$ cat src/sv/rsd_pkg.sv
// Shared types and constants for the run-length sprite row decoder.
// Item structs, status and mode codes, register indexes and the queue entry.
// No dependencies.
`default_nettype none

package rsd_pkg;

  localparam int unsigned FW_W        = 11;
  localparam int unsigned FH_W        = 8;
  localparam int unsigned X_W         = 10;
  localparam int unsigned CFG_IDX_W   = 1;
  localparam int unsigned CFG_DATA_W  = 11;
  localparam int unsigned QUEUE_DEPTH = 2;
  localparam int unsigned PAL_ENTRIES = 256;
  localparam int unsigned PAL_ADDR_W  = 8;
  localparam int unsigned RGB_W       = 24;

  localparam logic [FW_W-1:0] FRAME_WIDTH_RST  = 11'd320;
  localparam logic [FH_W-1:0] FRAME_HEIGHT_RST = 8'd200;
  localparam logic [7:0]      ROW_END          = 8'hFF;
  localparam int unsigned     FLAG_X_HIGH_BIT  = 0;
  localparam int unsigned     FLAG_LAST_BIT    = 7;
  localparam int unsigned     X_HIGH_OFFSET    = 256;

  typedef enum logic [1:0] {
    MODE_PAL    = 2'd0,
    MODE_STREAM = 2'd1,
    MODE_START  = 2'd2,
    MODE_NONE   = 2'd3
  } mode_e;

  typedef enum logic [1:0] {
    ST_SPAN    = 2'd0,
    ST_DONE    = 2'd1,
    ST_ROW_ERR = 2'd2,
    ST_X_ERR   = 2'd3
  } status_e;

  typedef enum logic [CFG_IDX_W-1:0] {
    CFG_FRAME_WIDTH  = 1'b0,
    CFG_FRAME_HEIGHT = 1'b1
  } cfg_reg_e;

  typedef enum logic [1:0] {
    OP_PAL_WRITE = 2'd0,
    OP_SPAN      = 2'd1,
    OP_STATUS    = 2'd2
  } op_kind_e;

  typedef struct packed {
    logic [1:0] mode;
    logic [7:0] pal_addr;
    logic [7:0] pal_red;
    logic [7:0] pal_green;
    logic [7:0] pal_blue;
    logic [7:0] stream_byte;
  } in_item_t;

  typedef struct packed {
    logic [1:0]     status;
    logic [7:0]     row;
    logic [X_W-1:0] x_start;
    logic [7:0]     run_length;
    logic [7:0]     red;
    logic [7:0]     green;
    logic [7:0]     blue;
  } out_item_t;

  typedef struct packed {
    op_kind_e              kind;
    status_e               status;
    logic [7:0]            row;
    logic [X_W-1:0]        x_start;
    logic [7:0]            run_length;
    logic [PAL_ADDR_W-1:0] pal_addr;
    logic [RGB_W-1:0]      rgb;
  } rsd_op_t;

endpackage

`default_nettype wire

$ cat src/sv/rsd_front.sv
// Front end: accepts items, holds the configuration registers and the stream parser,
// and turns each item into at most one queue entry. Depends on rsd_pkg.
`default_nettype none

module rsd_front
  import rsd_pkg::*;
#(
  parameter int unsigned MAX_WIDTH = 1024
) (
  input  wire logic                  clk_i,
  input  wire logic                  rst_ni,
  input  wire logic                  in_valid_i,
  input  wire in_item_t              in_item_i,
  output logic                       in_stall_o,
  input  wire logic                  cfg_valid_i,
  input  wire logic [CFG_IDX_W-1:0]  cfg_index_i,
  input  wire logic [CFG_DATA_W-1:0] cfg_data_i,
  input  wire logic                  q_full_i,
  output logic                       push_o,
  output rsd_op_t                    push_op_o
);

  localparam int unsigned CW   = $clog2(MAX_WIDTH + 1);
  localparam int unsigned EW   = CW + 1;
  localparam int unsigned CMPW = (EW > FW_W) ? EW : FW_W;

  typedef enum logic [3:0] {
    PH_ROW     = 4'd0,
    PH_X       = 4'd1,
    PH_FLAGS   = 4'd2,
    PH_SKIP    = 4'd3,
    PH_LEN     = 4'd4,
    PH_CODE    = 4'd5,
    PH_LIT     = 4'd6,
    PH_REP     = 4'd7,
    PH_PENDING = 4'd8
  } phase_e;

  phase_e          phase_q, phase_d;
  logic [FW_W-1:0] width_q;
  logic [FH_W-1:0] height_q;
  logic [7:0]      row_q, row_d;
  logic [7:0]      rows_done_q, rows_done_d;
  logic [CW-1:0]   cursor_q, cursor_d;
  logic            last_q, last_d;
  logic [7:0]      seg_q, seg_d;
  logic [7:0]      run_q, run_d;
  logic            over_q, over_d;

  logic            accept;
  mode_e           mode;
  logic [7:0]      b;
  logic [7:0]      span_len;
  logic [EW-1:0]   span_end;
  logic [CMPW-1:0] lim;
  logic [CMPW-1:0] cursor_ext;
  logic            span_over;
  logic [CW-1:0]   cursor_sat;
  logic [7:0]      seg_dec;
  logic            eos_done;
  phase_e          eos_phase;
  logic            do_finish;
  logic            push;
  rsd_op_t         op;

  assign in_stall_o = q_full_i;
  assign accept     = in_valid_i && !q_full_i;
  assign mode       = mode_e'(in_item_i.mode);
  assign b          = in_item_i.stream_byte;

  assign span_len   = (phase_q == PH_REP) ? run_q : 8'd1;
  assign span_end   = {1'b0, cursor_q} + EW'(span_len);
  assign lim        = (CMPW'(width_q) > CMPW'(MAX_WIDTH)) ? CMPW'(MAX_WIDTH) : CMPW'(width_q);
  assign span_over  = CMPW'(span_end) > lim;
  assign cursor_sat = (span_end > EW'(MAX_WIDTH)) ? CW'(MAX_WIDTH) : span_end[CW-1:0];
  assign cursor_ext = CMPW'(cursor_q);
  assign seg_dec    = seg_q - 8'd1;
  assign eos_done   = last_q && (rows_done_q >= height_q);
  assign eos_phase  = last_q ? PH_ROW : PH_X;

  always_comb begin
    phase_d     = phase_q;
    row_d       = row_q;
    rows_done_d = rows_done_q;
    cursor_d    = cursor_q;
    last_d      = last_q;
    seg_d       = seg_q;
    run_d       = run_q;
    over_d      = over_q;
    do_finish   = 1'b0;
    push        = 1'b0;
    op          = '0;
    op.kind     = OP_STATUS;
    op.status   = ST_SPAN;

    if (accept) begin
      unique case (mode)
        MODE_PAL: begin
          push        = 1'b1;
          op.kind     = OP_PAL_WRITE;
          op.pal_addr = in_item_i.pal_addr;
          op.rgb      = {in_item_i.pal_red, in_item_i.pal_green, in_item_i.pal_blue};
        end
        MODE_START: begin
          phase_d     = PH_ROW;
          row_d       = '0;
          rows_done_d = '0;
          cursor_d    = '0;
          last_d      = 1'b0;
          seg_d       = '0;
          run_d       = '0;
          over_d      = 1'b0;
        end
        MODE_NONE: begin
        end
        MODE_STREAM: begin
          if (!over_q) begin
            unique case (phase_q)
              PH_ROW: begin
                if (b == ROW_END) begin
                  do_finish = 1'b1;
                end else if (b >= height_q) begin
                  over_d    = 1'b1;
                  push      = 1'b1;
                  op.kind   = OP_STATUS;
                  op.status = ST_ROW_ERR;
                  op.row    = b;
                end else begin
                  row_d       = b;
                  rows_done_d = rows_done_q + 8'd1;
                  phase_d     = PH_X;
                end
              end
              PH_X: begin
                cursor_d = CW'(b);
                phase_d  = PH_FLAGS;
              end
              PH_FLAGS: begin
                if (b[FLAG_X_HIGH_BIT]) begin
                  cursor_d = cursor_q + CW'(X_HIGH_OFFSET);
                end
                last_d  = b[FLAG_LAST_BIT];
                phase_d = PH_SKIP;
              end
              PH_SKIP: begin
                phase_d = PH_LEN;
              end
              PH_LEN: begin
                seg_d   = b;
                phase_d = PH_CODE;
                if (b == 8'd0) begin
                  if (eos_done) begin
                    do_finish = 1'b1;
                  end else begin
                    phase_d = eos_phase;
                  end
                end
              end
              PH_CODE: begin
                run_d   = {1'b0, b[7:1]} + 8'd1;
                phase_d = b[0] ? PH_REP : PH_LIT;
                seg_d   = seg_dec;
                if (seg_dec == 8'd0) begin
                  if (eos_done) begin
                    do_finish = 1'b1;
                  end else begin
                    phase_d = eos_phase;
                  end
                end
              end
              PH_LIT, PH_REP: begin
                push          = 1'b1;
                op.row        = row_q;
                op.x_start    = cursor_ext[X_W-1:0];
                op.run_length = span_len;
                if (span_over) begin
                  op.kind   = OP_STATUS;
                  op.status = ST_X_ERR;
                end else begin
                  op.kind     = OP_SPAN;
                  op.status   = ST_SPAN;
                  op.pal_addr = b;
                end
                cursor_d = cursor_sat;
                if (phase_q == PH_REP) begin
                  run_d   = '0;
                  phase_d = PH_CODE;
                end else begin
                  run_d = run_q - 8'd1;
                  if (run_q == 8'd1) begin
                    phase_d = PH_CODE;
                  end
                end
                seg_d = seg_dec;
                if (seg_dec == 8'd0) begin
                  phase_d = eos_done ? PH_PENDING : eos_phase;
                end
              end
              PH_PENDING: begin
                do_finish = 1'b1;
              end
              default: begin
                do_finish = 1'b1;
              end
            endcase
          end
        end
        default: begin
        end
      endcase
    end

    if (do_finish) begin
      over_d    = 1'b1;
      phase_d   = PH_ROW;
      push      = 1'b1;
      op        = '0;
      op.kind   = OP_STATUS;
      op.status = ST_DONE;
    end
  end

  always_ff @(posedge clk_i or negedge rst_ni) begin
    if (!rst_ni) begin
      phase_q     <= PH_ROW;
      width_q     <= FRAME_WIDTH_RST;
      height_q    <= FRAME_HEIGHT_RST;
      row_q       <= '0;
      rows_done_q <= '0;
      cursor_q    <= '0;
      last_q      <= 1'b0;
      seg_q       <= '0;
      run_q       <= '0;
      over_q      <= 1'b0;
    end else begin
      phase_q     <= phase_d;
      row_q       <= row_d;
      rows_done_q <= rows_done_d;
      cursor_q    <= cursor_d;
      last_q      <= last_d;
      seg_q       <= seg_d;
      run_q       <= run_d;
      over_q      <= over_d;
      if (cfg_valid_i) begin
        unique case (cfg_reg_e'(cfg_index_i))
          CFG_FRAME_WIDTH:  width_q  <= cfg_data_i[FW_W-1:0];
          CFG_FRAME_HEIGHT: height_q <= cfg_data_i[FH_W-1:0];
          default: begin
          end
        endcase
      end
    end
  end

  assign push_o    = push;
  assign push_op_o = op;

endmodule

`default_nettype wire

$ cat config.mk
export PLATFORM = sky130hd
export DESIGN_NAME = rsd_front
export DESIGN_NICKNAME = d
export VERILOG_FILES = /design/src/sv/rsd_pkg.sv /design/src/sv/rsd_front.sv
export SDC_FILE = /design/constraint.sdc
export NUM_CORES = 1
export LEC_CHECK = 0
export ABC_AREA = 1
export BUFFER_PORTS_ARGS = -buffer_cell sky130_fd_sc_hd__clkbuf_2
export CAP_MARGIN = 5
export CELL_PAD_IN_SITES_DETAIL_PLACEMENT = 0
export CELL_PAD_IN_SITES_GLOBAL_PLACEMENT = 1
export CORE_AREA = 2 2 123 125
export CTS_BUF_LIST = sky130_fd_sc_hd__clkbuf_4 sky130_fd_sc_hd__clkbuf_8
export DETAILED_ROUTE_END_ITERATION = 10
export DIE_AREA = 0 0 125 127
export PLACE_DENSITY_LB_ADDON = 0.1
export SYNTH_ARGS = -nofsm -noshare
export SYNTH_HDL_FRONTEND = slang
export SYNTH_SLANG_ARGS = --single-unit
export TNS_END_PERCENT = 50
$ cat constraint.sdc
create_clock -name clk_i -period 12.2 [get_ports clk_i]
set_input_delay 1.83 -clock clk_i [delete_from_list [all_inputs] [get_ports clk_i]]
set_output_delay 1.83 -clock clk_i [all_outputs]
set_load 0.01 [all_outputs]
# Yosys cells after proc, flatten, opt, wreduce, memory -nomap -nowiden
# Cells that the tools add are included.
dict set report totals {
  ff_bits 68
  inputBits 59
  out_inout_bits 64
  wordCells 146
}
dict set report op_classes {
  add_sub_neg 6
  order_cmp 5
  eq_ne 25
  mux 77
  n_bitwise 1
  reduce_logical 22
}
# cell n
set ops {}
lappend ops {{62-bit two-way mux} 2}
lappend ops {{8-bit case mux with 2 select lines} 7}
lappend ops {{8-bit two-way mux} 13}
lappend ops {{11-bit two-way mux} 4}
lappend ops {{4-bit two-way mux} 10}
lappend ops {{38-bit two-way mux} 1}
lappend ops {{11-bit case mux with 3 select lines} 1}
lappend ops {{28-bit two-way mux} 1}
lappend ops {{4-bit case mux with 7 select lines} 1}
lappend ops {{26-bit two-way mux} 1}
lappend ops {{24-bit two-way mux} 1}
lappend ops {{12-bit case mux with 2 select lines} 1}
lappend ops {{11-bit case mux with 2 select lines} 1}
lappend ops {{1-bit two-way mux} 20}
lappend ops {{4-bit by 3-bit equality test with 1-bit output, second input constant} 4}
lappend ops {{8-bit >= comparator} 2}
lappend ops {{8-bit zero test} 2}
lappend ops {{8-bit by 1-bit subtractor with 8-bit output, second input constant} 2}
lappend ops {{11-bit by 8-bit adder with 12-bit output} 1}
lappend ops {{12-bit by 11-bit > comparator with 1-bit output} 1}
lappend ops {{12-bit by 11-bit > comparator with 1-bit output, second input constant} 1}
lappend ops {{12-bit two-way mux} 1}
lappend ops {{3-bit two-way mux} 4}
lappend ops {{4-bit AND reduction} 3}
lappend ops {{other kinds (38)} 51}

# Logic depth before layout (Yosys ltp)
dict set report logic_depth {
  word_depth 10
  mapped_depth 30
  depth_no_buf 29
}

# Worst setup path after synthesis
# OpenSTA, ideal clock, no wires.
dict set report synth_path {
  path_type {reg2out}
  startpoint {reg phase_q[3]}
  endpoint {out push_op_o[60] in the netlist's numbering}
  arrival_time_ns 3.378
  required_ns 10.370
  path_slack_ns 6.992
  path_stages_with_launch 29
  n_path_buf 1
  path_cell_list {dfrtp_1 -> inv_1 -> nand2_4 -> nor2_1 -> inv_1 -> clkbuf_1 -> nor2_1 -> ha_1 -> nand2_1 -> nand2_1 -> nor2_2 -> inv_1 -> nand2_1 -> nand3b_1 -> nand2_1 -> inv_1 -> ha_1 -> a21oi_1 -> o21a_1 -> nand2_1 -> nand2_1 -> nand2_1 -> nand2_1 -> nand2_1 -> nand2_1 -> nand2_1 -> inv_1 -> nand2_1 -> nor2_1}
}
# element line
set synth_lines {}
lappend synth_lines {{from (decl)} rsd_front.sv:39} ;# phase_e phase_q, phase_d;
lappend synth_lines {{from (signal assigned)} rsd_front.sv:236} ;# phase_q <= phase_d;
lappend synth_lines {{to (decl)} rsd_front.sv:20} ;# output rsd_op_t push_op_o

==> metrics <==
Area Growth Syn to Fin=14.4%; routed length per instance=between 10 and 15 um; initial antenna violation count=0; Clock Skews=a little over 0.007 ns; post-synthesis compound-gate area fraction=0.126; Hold Crit Depth=2; Worst Tran Pin Value=1.11 ns; Post-Synth XOR/XNOR Area=0.0156; All-Layer GR Usage=0.233; max_slew headroom=0.263; Adder-Cell Fraction of Synth Area=0.0946; Power per Cell Area=a little under 100 nW/um2; worst reg2reg path depth=19; Cells after Synth=963; Top FF cell, synth=dfrtp_1; GPL Wtd Cong=0.883; most frequent CP cell=nand2_1; via count=~6400; status=finished, final reports clean; crit-path max cell delay=roughly 0.46 ns; layout cells sized above 1=0.176; number of detailed-route iterations in the first pass=5; Post-CTS Setup Bufs=0; final worst path period need=6.30 ns; Crit path depth=23; vias in the first global route=5711; fillers=1600; P_leak=3.79 nW; Startpoint Class=flop; Avg Cell Area, Syn=around 6.4 um2; EDFF count, synth=0; die width=125 um; Die ar.=15900 um2; RSZ-0062 raised after global routing=false; TritonCTS Sinks=68; fmax=roughly 0.16 GHz; post-synthesis simple-gate area fraction=0.379; CP cell instances=inv_1, nand2_4, nor2_1, inv_1, nor2_1, inv_1, fa_1, o21ai_0, xor2_1, ha_1, nand4_1, inv_1, nand2_1, nand2_1, nand2_1, nand2_1, nand2_1, nand2_1, nand2_1, nand2_1, o21ai_0, nand3_1, clkbuf_2; initial drt markers=425; Final Cycle Share=0.516; hold slack=0.488 ns; type of the tightest min-delay check=flop to flop; die height=127 um; count of cell types in the netlist=52; most numerous cell in the Yosys netlist=nand2_1; area share of the largest cell type after synthesis=0.256; total grt overflow=0; CTS H-Tree Depth=3; CTS tree=yes; setup TNS=0 ns; Hold-fix buffers, CTS=0; post-route ant nets=0; final setup fails=0; Crit. End Element=primary output; largest net degree at the start of global routing=just under 70; Ant. Diodes=0; peak supply drop=67.0 uV; Final nets=roughly 1200; Finished Layout Cells=1261; # rows=44; TritonCTS buffer count=9; syn nets=approximately 1100; max-capacitance violation count=0; clk_lat worst skew=0.37 ns; post-synthesis register bit count=between 60 and 70; Synth top cells by count=319 x nand2_1, 124 x nor2_1, 123 x inv_1, 63 x dfrtp_1, 61 x o21ai_0; core area=about 14000 um2; CP top delay family=simple AND/OR/NAND/NOR gates; clk buf depth=2; Clock Tree Root=clkbuf_8; DP Cell Count=1245; CP required=10.37 ns; buffers plus inverters on the worst setup path=5; first-pass GRT wire length=29.7 mm; mux contribution to synthesized area=0.00365; Post-Syn Area=6160 um2; final WL=18.6 mm; port bufs=122; Setup Crit Path Kind=flop to primary output; Resized cells post-CTS=0; post-DP HPWL=14.2 mm; Yosys warnings=0; Worst-path clk slew=about 0.080 ns; top post-synthesis cells by area=dfrtp_1 26%, nand2_1 19%, ha_1 9.1%; register area share after synthesis=0.277; Worst Path Max Fanout=14; crit path DAT=4.47 ns; I/O pin cnt=123; largest family of logic cells by synthesized area=simple AND/OR/NAND/NOR gates; biggest area consumer among synthesized cells=dfrtp_1; final hold violations=0; initial core utilization=0.427; Post-route DRC=0; max-slew violation count=0; Async SR Flop Fraction=1.00; vias per cell=just over 5; CP max stage cell=fa_1
layout by cell type (no fill, tap or decap), types with 11 or more instances in the layout:
cell type / n
nand4_1: 21
nand2_1: 319
nor2_1: 124
nand3_1: 35
a21oi_1: 34
clkbuf_2: 121
ha_1: 45
o21ai_0: 61
inv_1: 123
nor3_1: 11
dfrtp_1: 63
where the power goes:
group          switching [mW]  internal [mW]  total (mW)
Combinational           0.157         0.0834       0.240
Sequential             0.0252          0.256       0.281
Clock                  0.0994         0.0789       0.178
cell families (layout without fill, tap and decap cells):
logic type / after synthesis / count (layout)
and+or+nand+nor: 546 / 546
xor gates and xnor gates: 11 / 11
adders and majority gates: 46 / 46
buffers and inverters: 158 / 272
AOI/OAI and AO/OA: 132 / 132
DFF: 68 / 68
muxes: 2 / 2
cell type report:
| type | instances | area [um2] | area share |
|---|---|---|---|
| Multi-Input combinational cell | 737 | 3810 | 0.541 |
| Sequential cell | 68 | 1710 | 0.242 |
| Timing Repair Buffer | 124 | 626 | 0.0887 |
| Inverter | 132 | 495 | 0.0703 |
| Tap cell | 184 | 230 | 0.0327 |
| Clock buffer | 10 | 138 | 0.0195 |
| Clock inverter | 6 | 40.0 | 0.00568 |
worst min-delay path, stage by stage (launching register included):
cell and delay, ns:
dfrtp_1 0.35, nand2_1 0.06, o21ai_2 0.05
path summary, 6_finish.rpt:
path,from,endpoint,slack [ns]
max,phase_q[3],push_op_o[61],5.90
min,row_q[7],row_q[7],0.49
max reg2reg,phase_q[3],cursor_q[5],8.53
min reg2reg,row_q[7],row_q[7],0.49
max in group asynchronous,rst_ni,phase_q[3],9.95
min in group asynchronous,rst_ni,width_q[2],1.66
stage by stage:
step / utilization / cell area (um2) / setup slack, ns / total power, mW
3_5_place_dp: 0.476 / 6870 / 6.31 / 0.524
5_1_grt: 0.489 / 7050 / 5.43 / 0.754
3_3_place_gp: 0.476 / 6870 / 6.29 / 0.523
6_report: 0.489 / 7050 / 5.90 / 0.700
2_1_floorplan: - / 6160 / 6.99 / 0.454
4_1_cts: 0.489 / 7050 / 5.89 / 0.704
routing by layer:
metal  part of all wire  track usage  wire length (um)  vias up
li1                   -            -                 -     3278
met1               0.49        0.338              9100     2933
met2               0.44        0.363              8220      167
met3              0.050       0.0285               924       18
met4              0.017       0.0725               313        0
met5                  0            0                 0        -
registers in the layout (all words and copies together) (netlist names):
register / flops
last_q: 1
seg_q: 8
width_q: 11
rows_done_q: 8
over_q: 1
run_q: 8
row_q: 8
phase_q: 4
cursor_q: 11
height_q: 8
(Power assumes the default switching activity.)
