--- src/sv/rsd_pkg.sv ---
// Shared types and constants for the run-length sprite row decoder.
// Item structs, status and mode codes, register indexes and the queue entry.
// No dependencies.
`default_nettype none

package rsd_pkg;

  localparam int unsigned FW_W        = 11;
  localparam int unsigned FH_W        = 8;
  localparam int unsigned X_W         = 10;
  localparam int unsigned CFG_IDX_W   = 1;
  localparam int unsigned CFG_DATA_W  = 11;
  localparam int unsigned QUEUE_DEPTH = 2;
  localparam int unsigned PAL_ENTRIES = 256;
  localparam int unsigned PAL_ADDR_W  = 8;
  localparam int unsigned RGB_W       = 24;

  localparam logic [FW_W-1:0] FRAME_WIDTH_RST  = 11'd320;
  localparam logic [FH_W-1:0] FRAME_HEIGHT_RST = 8'd200;
  localparam logic [7:0]      ROW_END          = 8'hFF;
  localparam int unsigned     FLAG_X_HIGH_BIT  = 0;
  localparam int unsigned     FLAG_LAST_BIT    = 7;
  localparam int unsigned     X_HIGH_OFFSET    = 256;

  typedef enum logic [1:0] {
    MODE_PAL    = 2'd0,
    MODE_STREAM = 2'd1,
    MODE_START  = 2'd2,
    MODE_NONE   = 2'd3
  } mode_e;

  typedef enum logic [1:0] {
    ST_SPAN    = 2'd0,
    ST_DONE    = 2'd1,
    ST_ROW_ERR = 2'd2,
    ST_X_ERR   = 2'd3
  } status_e;

  typedef enum logic [CFG_IDX_W-1:0] {
    CFG_FRAME_WIDTH  = 1'b0,
    CFG_FRAME_HEIGHT = 1'b1
  } cfg_reg_e;

  typedef enum logic [1:0] {
    OP_PAL_WRITE = 2'd0,
    OP_SPAN      = 2'd1,
    OP_STATUS    = 2'd2
  } op_kind_e;

  typedef struct packed {
    logic [1:0] mode;
    logic [7:0] pal_addr;
    logic [7:0] pal_red;
    logic [7:0] pal_green;
    logic [7:0] pal_blue;
    logic [7:0] stream_byte;
  } in_item_t;

  typedef struct packed {
    logic [1:0]     status;
    logic [7:0]     row;
    logic [X_W-1:0] x_start;
    logic [7:0]     run_length;
    logic [7:0]     red;
    logic [7:0]     green;
    logic [7:0]     blue;
  } out_item_t;

  typedef struct packed {
    op_kind_e              kind;
    status_e               status;
    logic [7:0]            row;
    logic [X_W-1:0]        x_start;
    logic [7:0]            run_length;
    logic [PAL_ADDR_W-1:0] pal_addr;
    logic [RGB_W-1:0]      rgb;
  } rsd_op_t;

endpackage

`default_nettype wire

--- src/sv/rsd_queue.sv ---
// Short FIFO of decoded operations between the front end and the back end.
// Depends on rsd_pkg.
`default_nettype none

module rsd_queue
  import rsd_pkg::*;
(
  input  wire logic    clk_i,
  input  wire logic    rst_ni,
  input  wire logic    push_i,
  input  wire rsd_op_t push_op_i,
  output logic         full_o,
  input  wire logic    pop_i,
  output rsd_op_t      head_o,
  output logic         empty_o
);

  localparam int unsigned PTR_W = (QUEUE_DEPTH > 1) ? $clog2(QUEUE_DEPTH) : 1;
  localparam int unsigned CNT_W = $clog2(QUEUE_DEPTH + 1);

  rsd_op_t           entry_q [QUEUE_DEPTH];
  logic [PTR_W-1:0]  wr_ptr_q, rd_ptr_q;
  logic [CNT_W-1:0]  count_q;
  logic              do_push, do_pop;

  assign full_o  = (count_q == CNT_W'(QUEUE_DEPTH));
  assign empty_o = (count_q == '0);
  assign do_push = push_i && !full_o;
  assign do_pop  = pop_i && !empty_o;
  assign head_o  = entry_q[rd_ptr_q];

  always_ff @(posedge clk_i) begin
    if (do_push) begin
      entry_q[wr_ptr_q] <= push_op_i;
    end
  end

  always_ff @(posedge clk_i or negedge rst_ni) begin
    if (!rst_ni) begin
      wr_ptr_q <= '0;
      rd_ptr_q <= '0;
      count_q  <= '0;
    end else begin
      if (do_push) begin
        wr_ptr_q <= (wr_ptr_q == PTR_W'(QUEUE_DEPTH - 1)) ? '0 : wr_ptr_q + 1'b1;
      end
      if (do_pop) begin
        rd_ptr_q <= (rd_ptr_q == PTR_W'(QUEUE_DEPTH - 1)) ? '0 : rd_ptr_q + 1'b1;
      end
      if (do_push && !do_pop) begin
        count_q <= count_q + 1'b1;
      end else if (do_pop && !do_push) begin
        count_q <= count_q - 1'b1;
      end
    end
  end

endmodule

`default_nettype wire

--- config.mk ---
export PLATFORM = sky130hd
export DESIGN_NAME = rsd_queue
export DESIGN_NICKNAME = d
export VERILOG_FILES = /design/src/sv/rsd_pkg.sv /design/src/sv/rsd_queue.sv
export SDC_FILE = /design/constraint.sdc
export NUM_CORES = 1
export LEC_CHECK = 0
export BUFFER_PORTS_ARGS = -buffer_cell sky130_fd_sc_hd__buf_4
export CAP_MARGIN = 25
export CORE_MARGIN = 10
export CORE_UTILIZATION = 41
export DETAILED_ROUTE_END_ITERATION = 7
export PLACE_DENSITY_LB_ADDON = 0.05
export REMOVE_ABC_BUFFERS = 1
export SYNTH_ARGS = -nofsm -noshare
export SYNTH_HDL_FRONTEND = slang
export SYNTH_SLANG_ARGS = --single-unit
--- constraint.sdc ---
create_clock -name clk_i -period 4.5 [get_ports clk_i]
set_input_delay 0.9 -clock clk_i [delete_from_list [all_inputs] [get_ports clk_i]]
set_output_delay 0.9 -clock clk_i [all_outputs]
set_load 0.02 [all_outputs]
**Word level (Yosys, flattened, before mapping)**

Memories as Yosys holds them, arrays and structs flattened.
Cells that the tools add are included.
W data, S select, Z words.

- Register bits: 4
- Memory bits (writable): 124
- Input port bits: 66
- Output and inout port bits: 64
- Memories: 1

Memory list:

| memory | depth | width | rd ports | clocked after Yosys merged registers in | wr ports | line | text |
|---|---|---|---|---|---|---|---|
| entry_q | 2 | 62 | 1 | 0 | 1 | rsd_queue.sv:21 | `rsd_op_t entry_q [QUEUE_DEPTH];` |

- Add/sub/neg operators: 4
- Eq/ne operators: 1
- Multiplexer cells: 6
- Reduce and logical (&&, ||, !) cells: 10

Operator list:

| operator | count |
|---|---|
| $logic_and A1 B1 Y1 | 4 |
| $logic_not A1 Y1 | 4 |
| $mux W1 | 4 |
| $mux W2 | 2 |
| $add A1 B1 Y1 const B | 2 |
| $add A2 B1 Y2 const B | 1 |
| $eq A2 B2 Y1 const B | 1 |
| $logic_not A2 Y1 | 1 |
| $reduce_bool A2 Y1 | 1 |
| $sub A2 B1 Y2 const B | 1 |

**Depth between registers and ports, before layout**

Gate-level depths: netlist of run 1.

- Depth after elaboration: 7
- Gate-level depth with buffers: 7
- Mapped depth without buffers: 7

**Least setup slack after synthesis of run 1**

Ideal clock, no wire load.

- Kind: input -> register
- Start: input push_i
- End: memory entry_q[0][0] (netlist bit), enable pin
- Library setup time: 0.482 ns
- Arrival: 3.582 ns
- Data required time: 4.018 ns
- Path slack: 0.436 ns
- Stages on the path: 2
- Cells stage by stage: nand2_1 nor2_1

- Cells in the longest elaborated chain, start to end: 3

Ends and longest elaborated chain:

| item | line | text |
|---|---|---|
| from (decl) | rsd_queue.sv:10 | `input wire logic push_i,` |
| $logic_and A1 B1 Y1 | rsd_queue.sv:28 | `assign do_push = push_i && !full_o;` |
| $mux W1 | rsd_queue.sv:33 | `if (do_push) begin` |
| $mux W1 (implied by the code) | rsd_queue.sv:34 | `entry_q[wr_ptr_q] <= push_op_i;` |
| to (decl) | rsd_queue.sv:21 |  |

Every way passes these cells.

==> impl_metrics.json, run 1 <==
{
  "hpwl_um": 6480,
  "fin_crit_sh_pct": 69.0,
  "max_freq_mhz": 322,
  "max_cap_viol_count": 0,
  "clkTransAtPathRegs_ns": 0.05,
  "finalClockSkew_ns": 0.00497,
  "grt_antenna_before_repair": 0,
  "fin_ws_ns": 1.39,
  "crit_fanout": 38,
  "relSlewSlack_pct": 42.2,
  "yosysSeqAreaShare_pct": 76.9,
  "start_util_pct": 41.6,
  "fp.dieH_um": 130,
  "track_usage_pct": 11.6,
  "grt_max_degree": 39,
  "grt_first_pass_wirelength_um": 14700,
  "area_delta_synth_final_pct": 33.9,
  "stdcell_area_um2": 6660,
  "die_area_um2": 16900,
  "critPathRequiredTime_ns": 3.60,
  "vias": 2405,
  "setup_tns_ns": 0,
  "viasPerCell": 4.64,
  "placed_cell_area_um2": 6050,
  "nets": 425,
  "place_ws_ns": 1.77,
  "end_kind": "output port",
  "h-tree-depth": 4,
  "layout-drive-gt1-share_pct": 61.2,
  "cts_setup_buffers": 0,
  "hold_slack_ns": 0.285,
  "status": "completed",
  "worstMarginPinSlew_ns": 0.865,
  "drtIter0Drc": 165,
  "worstRegToRegCells": 4,
  "layoutNonFillerInstCount": 518,
  "peakVddDrop_v": 0.000274,
  "period_minus_slack_ns": 3.11,
  "drv_slew": 0,
  "grt_overflow": 0,
  "cts_resized": 0,
  "place_inst": 486,
  "worstReg2RegStart": "count_q[0]",
  "antenna_cells": 0,
  "cp_data_arrival_time_ns": 2.21,
  "routed_wl_um": 9330,
  "synth-seq-cells": 128,
  "r2r_end": "entry_q[0][36]",
  "core_area_um2": 12000,
  "gp_congestion": 0.718,
  "cts_root_buffer": "clkbuf_16",
  "avgSynthCellArea_um2": 23.4,
  "final_common_cell": "buf_4",
  "synth_area_um2": 4970,
  "row_count": 40,
  "final_cell_mix": "buf_4 (133), edfxtp_1 (124), mux2_4 (59)",
  "setup_viol": 0,
  "worstSkewPairLatency_ns": 0.40,
  "wire_per_inst_um": 18.0,
  "cts_buffer_depth": 2,
  "portBuffers": 129,
  "power.density_nw_per_um2": 719,
  "boundaryPins": 130,
  "cts_hold_buf": 0,
  "start_kind": "flip-flop",
  "critPathKind": "flip-flop to output port",
  "cts_buffers": 17,
  "postRouteAntennaNets": 0,
  "ys_types": 15,
  "grt_pass1_vias": 2741,
  "finalHoldViolations": 0,
  "cts_tree": "built",
  "fp.dieW_um": 130,
  "rsz0062_at_grt": "no",
  "r2r_slack_ns": 2.43,
  "cts.sinks": 128,
  "netlist_instances": 212,
  "p_leak_nw": 2.69,
  "first_pass_iters": 5,
  "ys_warn_count": 0,
  "drc_errors": 0,
  "hp-class": "input port to async pin"
}
per-layer routing:
| metal | wire (µm) | vias up | GRT usage [%] |
|---|---|---|---|
| li1 | - | 1129 | - |
| met1 | 3510 | 1178 | 12.6 |
| met2 | 4850 | 82 | 19.2 |
| met3 | 829 | 16 | 5.11 |
| met4 | 140 | 0 | 5.56 |
| met5 | 0 | - | 0 |
worst max-delay path, cell delays in order, from the launching register on:
cell	delay, ns
dfrtp_4	0.90
buf_4	0.40
mux2_4	0.34
buf_4	0.16
worst max-delay path by stage:
stage,from,cells after the start,endpoint,slack (ns)
4_1_cts,rd_ptr_q,3,head_o[31],1.34
2_1_floorplan,push_i,2,entry_q[0][0],0.44
6_report,rd_ptr_q,3,head_o[31],1.39
3_5_place_dp,rd_ptr_q,3,head_o[31],1.77
3_3_place_gp,rd_ptr_q,3,head_o[31],1.78
5_1_grt,rd_ptr_q,3,head_o[31],1.28
registers in the layout (all words and copies together) (netlist names):
name      flops
wr_ptr_q      1
entry_q     124
rd_ptr_q      1
count_q       2
cell families (layout without fill, tap and decap cells):
logic type	count (synthesis)	count (layout)	share of synthesized area [%]
compound gates	1	1	0.101
xor+xnor	5	5	0.881
fa+ha+maj	1	1	0.252
buf+inv	9	168	2.79
flops	128	128	76.9
mux	62	62	18.5
simple gates	6	6	0.554
area by class of cell:
cell class | instances | area (µm²)
clock buffers | 18 | 429
clock inverters | 14 | 171
fillers | 961 | 5310
inverters | 2 | 7.51
multi-input cells | 75 | 1020
flip-flops and latches | 128 | 3830
well taps | 147 | 184
repair buffers | 134 | 1020
cell usage after synthesis:
library cell | n | area share (%)
and3_1 | 1 | 0.13
buf_12 | 6 | 2.4
buf_6 | 1 | 0.23
dfrtp_1 | 4 | 2.0
edfxtp_1 | 124 | 75
ha_1 | 1 | 0.25
inv_1 | 2 | 0.15
mux2_2 | 3 | 0.68
mux2_4 | 59 | 18
nand2_1 | 1 | 0.075
nand2b_1 | 1 | 0.13
nor2_1 | 3 | 0.23
o21ai_1 | 1 | 0.10
xnor2_1 | 3 | 0.53
xor2_1 | 2 | 0.35
metrics by stage:
stage	util [%]	power, W
finish	55.6	0.00478
global route	55.6	0.00503
CTS	55.6	0.00487
detailed placement	50.6	0.00348
global placement	50.6	0.00347
floorplan	-	0.00289
report_power, final:
part           internal, W  switching (W)
Combinational     0.000821       0.000789
Sequential         0.00163       0.000164
Clock             0.000914       0.000461
Total              0.00337        0.00141
Power figures use the tool's default switching activity.
==> run 2: changes to the inputs <==
==> constraint.sdc (replaced) <==
create_clock -name clk_i -period 2.8 [get_ports clk_i]
set_input_delay 0.56 -clock clk_i [delete_from_list [all_inputs] [get_ports clk_i]]
set_output_delay 0.56 -clock clk_i [all_outputs]
set_load 0.02 [all_outputs]
==> run 2 against run 1 <==
Compared with the run above:
- clock power grew 48%
- clock skew shrank 0.0020 ns
- count of clock-buffer cells in the layout shrank 1
- combinational power grew 66%
- sequential cell count is the same
- via count grew 0.29%
- non-clock buffer count grew 2
- utilization shrank 0.16 points
- register-to-register slack lost 1.4 ns
- wire length grew 1.6%
==> impl_metrics.json, run 2 (synthesized netlist as in run 1, its figures left out) <==
{
  "hp-class": "input port to flip-flop",
  "cts_setup_buffers": 0,
  "routed_wl_um": 9490,
  "min-delay-start": "push_op_i[61]",
  "h-tree-depth": 4,
  "gp_congestion": 0.661,
  "startpoint": "rd_ptr_q",
  "cts_root_buffer": "clkbuf_16",
  "grt_first_pass_wirelength_um": 14300,
  "layout-drive-gt1-share_pct": 61.4,
  "start_util_pct": 41.6,
  "finalClockSkew_ns": 0.00300,
  "cts_tree": "built",
  "gr-usage-met2_pct": 18.4,
  "cts_hold_buf": 1,
  "drtIter0Drc": 201,
  "boundaryPins": 130,
  "hpwl_um": 6610,
  "slowest_stage": "dfrtp_4",
  "hold_slack_ns": 0.338,
  "final_common_cell": "buf_4",
  "drc_errors": 0,
  "largest_reg_flops": 124,
  "area_delta_synth_final_pct": 33.5,
  "portBuffers": 129,
  "drv_slew": 0,
  "clkTransAtPathRegs_ns": 0.05,
  "largestRegisters": "entry_q: 124 flops, count_q: 2 flops",
  "worstMarginPinSlew_ns": 0.482,
  "cpPeakStageDelay_ns": 0.68,
  "final_cell_mix": "buf_4 (133), edfxtp_1 (124), mux2_4 (59)",
  "power.density_nw_per_um2": 1130,
  "wire_per_inst_um": 18.2,
  "critPathRequiredTime_ns": 2.24,
  "cts_buffers": 17,
  "rsz0062_at_grt": "no",
  "track_usage_pct": 11.5,
  "row_count": 40,
  "fp.dieW_um": 130,
  "max_freq_mhz": 406,
  "critPathKind": "flip-flop to output port",
  "status": "completed",
  "relSlewSlack_pct": 67.9,
  "place_inst": 487,
  "vias": 2412,
  "nets": 427,
  "use_met1_pct": 12.7,
  "p_leak_nw": 2.69,
  "fin_crit_sh_pct": 88.0,
  "start_kind": "flip-flop",
  "grt_max_degree": 35,
  "grt_antenna_before_repair": 0,
  "globalRouteMet3Util_pct": 6.04,
  "r2r_slack_ns": 1.08,
  "globalRoute.busiestLayer": "met2",
  "grt_pass1_vias": 2598,
  "peakVddDrop_v": 0.000826,
  "end_kind": "output port",
  "crit_family": "flip-flops",
  "setup_viol": 0,
  "path_cells": "buf_12 -> mux2_2 -> buf_4",
  "worstReg2RegStart": "count_q[0]",
  "fp.dieH_um": 130,
  "crit_fanout": 23,
  "fill_cells": 965,
  "cts_resized": 0,
  "cts.sinks": 128,
  "die_area_um2": 16900,
  "max_cap_viol_count": 0,
  "first_pass_iters": 4,
  "antenna_cells": 0,
  "viasPerCell": 4.64,
  "cp_data_arrival_time_ns": 1.90,
  "core_area_um2": 12000,
  "grt_overflow": 0,
  "postRouteAntennaNets": 0,
  "period_minus_slack_ns": 2.46,
  "worstSkewPairLatency_ns": 0.41,
  "crit_buf_inv": 2,
  "setup_tns_ns": 0,
  "finalHoldViolations": 0,
  "final_util_pct": 55.5,
  "layoutNonFillerInstCount": 520,
  "regMostFlops": "entry_q",
  "cts_buffer_depth": 2
}
## run 2: area by class of cell
| type | instances | area, µm² | area share, % |
|---|---|---|---|
| sequential | 128 | 3830 | 57.7 |
| multi-input combinational | 75 | 1020 | 15.3 |
| inverter | 2 | 7.51 | 0.113 |
| clock inverter | 15 | 126 | 1.90 |
| timing repair buffer | 136 | 1050 | 15.8 |
| tap | 147 | 184 | 2.77 |
| clock buffer | 17 | 425 | 6.41 |
## run 2: stage by stage
stage                     cell area [µm²]  setup WS, ns  total power (W)
after floorplan                      4840        -0.925          0.00464
after global placement               6070         0.760          0.00561
after detailed placement             6070         0.749          0.00562
after CTS                            6640         0.299          0.00767
after global routing                 6640         0.248          0.00790
final                                6640         0.337          0.00753
## run 2: power by group
part	switching, W	total [W]	leakage (nW)	internal, W
sequential	0.000199	0.00283	1.20	0.00263
clock	0.000745	0.00203	0.274	0.00128
combinational	0.00133	0.00268	1.22	0.00134
total	0.00228	0.00753	2.69	0.00525
## run 2: layer usage
layer / vias up / part of all wire, %
li1: 1132 / -
met5: - / 0
met4: 0 / 1.2
met2: 86 / 51
met3: 14 / 8.5
met1: 1180 / 39
## run 2: worst paths after layout
kind	cells after the start	end
hold / removal	1	entry_q[1][61]
hold reg to reg	1	count_q[1]
min in group asynchronous	2	count_q[0]
setup reg to reg	3	entry_q[1][18]
max in group asynchronous	2	rd_ptr_q
setup / recovery	3	head_o[44]
## run 2: worst reg2reg max path: cells and delay by family, from the launching register on
| family | cells | cell delay (ns) |
|---|---|---|
| buffers and inverters | 1 | 0.42 |
| DFF | 1 | 0.42 |
| and+or+nand+nor | 2 | 0.51 |
==> run 3: changes to the inputs <==
--- a/config.mk
+++ b/config.mk
@@ -8,10 +8,11 @@
 export BUFFER_PORTS_ARGS = -buffer_cell sky130_fd_sc_hd__buf_4
 export CAP_MARGIN = 25
 export CORE_MARGIN = 10
-export CORE_UTILIZATION = 41
+export CORE_UTILIZATION = 45
 export DETAILED_ROUTE_END_ITERATION = 7
 export PLACE_DENSITY_LB_ADDON = 0.05
 export REMOVE_ABC_BUFFERS = 1
+export SKIP_CTS_REPAIR_TIMING = 1
 export SYNTH_ARGS = -nofsm -noshare
 export SYNTH_HDL_FRONTEND = slang
 export SYNTH_SLANG_ARGS = --single-unit
==> run 3 against run 2 <==
Compared with the run above:
- sequential share of layout area down 0.80 points
- hold slack worse by 0.11 ns
- via count down 0.54%
- combinational power up 1%
- count of clock-buffer cells in the layout unchanged
- cell area up 1.4%
==> impl_metrics.json, run 3 (synthesized netlist as in run 1, its figures left out) <==
{
  "fill_cells": 823,
  "power.density_nw_per_um2": 1170,
  "die_area_um2": 15700,
  "clkTransAtPathRegs_ns": 0.06,
  "cts_tree": "built",
  "hold_slack_ns": 0.224,
  "finalHoldViolations": 0,
  "critPathRequiredTime_ns": 2.24,
  "drtIter0Drc": 114,
  "worstMarginPinSlew_ns": 0.545,
  "start_kind": "flip-flop",
  "core_area_um2": 10800,
  "drv_slew": 0,
  "crit_fanout": 25,
  "nets": 427,
  "end_kind": "output port",
  "portBuffers": 129,
  "grt_max_degree": 32,
  "cp_data_arrival_time_ns": 2.02,
  "viasPerCell": 4.68,
  "hp-class": "input port to flip-flop",
  "fin_crit_sh_pct": 92.0,
  "start_util_pct": 45.9,
  "h-tree-depth": 4,
  "period_minus_slack_ns": 2.58,
  "track_usage_pct": 12.5,
  "max_freq_mhz": 388,
  "seq_area_um2": 3830,
  "gp_congestion": 0.680,
  "drc_errors": 0,
  "final_common_cell": "buf_4",
  "row_count": 38,
  "largestRegisters": "entry_q: 124 flops, count_q: 2 flops",
  "hpwl_um": 6680,
  "wire_per_inst_um": 18.5,
  "setup_viol": 0,
  "vias": 2399,
  "worstReg2RegStart": "count_q[0]",
  "antenna_cells": 0,
  "peakVddDrop_v": 0.000641,
  "layout-drive-gt1-share_pct": 61.7,
  "grt_pass1_vias": 2690,
  "cts_root_buffer": "clkbuf_8",
  "grt_overflow": 0,
  "finalClockSkew_ns": 0.00853,
  "final_cell_mix": "buf_4 (131), edfxtp_1 (124), mux2_4 (59)",
  "p_leak_nw": 2.72,
  "relSlewSlack_pct": 63.7,
  "cts_buffers": 17,
  "fp.dieW_um": 125,
  "multi_input_area_um2": 1020,
  "routed_wl_um": 9470,
  "largest_reg_flops": 124,
  "p_total_w": 0.00785,
  "critPathKind": "flip-flop to output port",
  "max_cap_viol_count": 0,
  "area_delta_synth_final_pct": 35.4,
  "boundaryPins": 130,
  "first_pass_iters": 4,
  "postRouteAntennaNets": 0,
  "status": "completed",
  "min-delay-start": "push_op_i[46]",
  "startpoint": "rd_ptr_q",
  "cts_buffer_depth": 2,
  "grt_first_pass_wirelength_um": 14900,
  "rsz0062_at_grt": "no",
  "fp.dieH_um": 125,
  "cts.sinks": 128,
  "worstSkewPairLatency_ns": 0.52,
  "grt_antenna_before_repair": 0,
  "regMostFlops": "entry_q"
}
-- run 3: worst max-delay path, cell delays in order (launching register included) --
cell     delay [ns]
dfrtp_4        0.69
buf_12         0.30
mux2_4         0.33
buf_4          0.16
-- run 3: area by class of cell --
| cell class | count | area share (%) |
|---|---|---|
| inverters | 2 | 0.112 |
| clock buffers | 17 | 6.15 |
| repair buffers | 136 | 16.0 |
| well taps | 140 | 2.60 |
| multi-input cells | 75 | 15.1 |
| flip-flops and latches | 128 | 56.9 |
| clock inverters | 15 | 3.20 |
-- run 3: stage by stage --
step / utilization, % / TNS [ns] / instance area, µm² / cells / worst slack, ns
floorplan: - / -89.63 / 4840 / 205 / -0.925
global placement: 56.2 / 0 / 6090 / 480 / 0.747
detailed placement: 56.2 / 0 / 6090 / 480 / 0.739
CTS: 62.0 / 0 / 6720 / 512 / 0.182
global route: 62.1 / 0 / 6730 / 513 / 0.110
finish: 62.1 / 0 / 6730 / 513 / 0.224
-- run 3: worst paths after layout --
path | slack, ns | cells past startpoint | end
max in group asynchronous | 2.29 | 2 | rd_ptr_q
max | 0.22 | 3 | head_o[29]
max reg2reg | 0.96 | 4 | entry_q[0][20]
min reg2reg | 0.52 | 1 | count_q[1]
min | 0.22 | 1 | entry_q[0][46]
min in group asynchronous | 0.39 | 2 | count_q[1]
-- run 3: report_power, final --
group | switching, W | total (W) | internal [W]
Combinational | 0.00135 | 0.00272 | 0.00137
Clock | 0.000770 | 0.00230 | 0.00153
Sequential | 0.000201 | 0.00283 | 0.00263
-- run 3: layer usage --
metal	up-vias	part of all wire (%)	track usage (%)
li1	1136	-	-
met2	85	50	19.4
met1	1165	40	14.0
met5	-	0	0
met4	0	1.5	5.15
met3	13	8.8	7.06
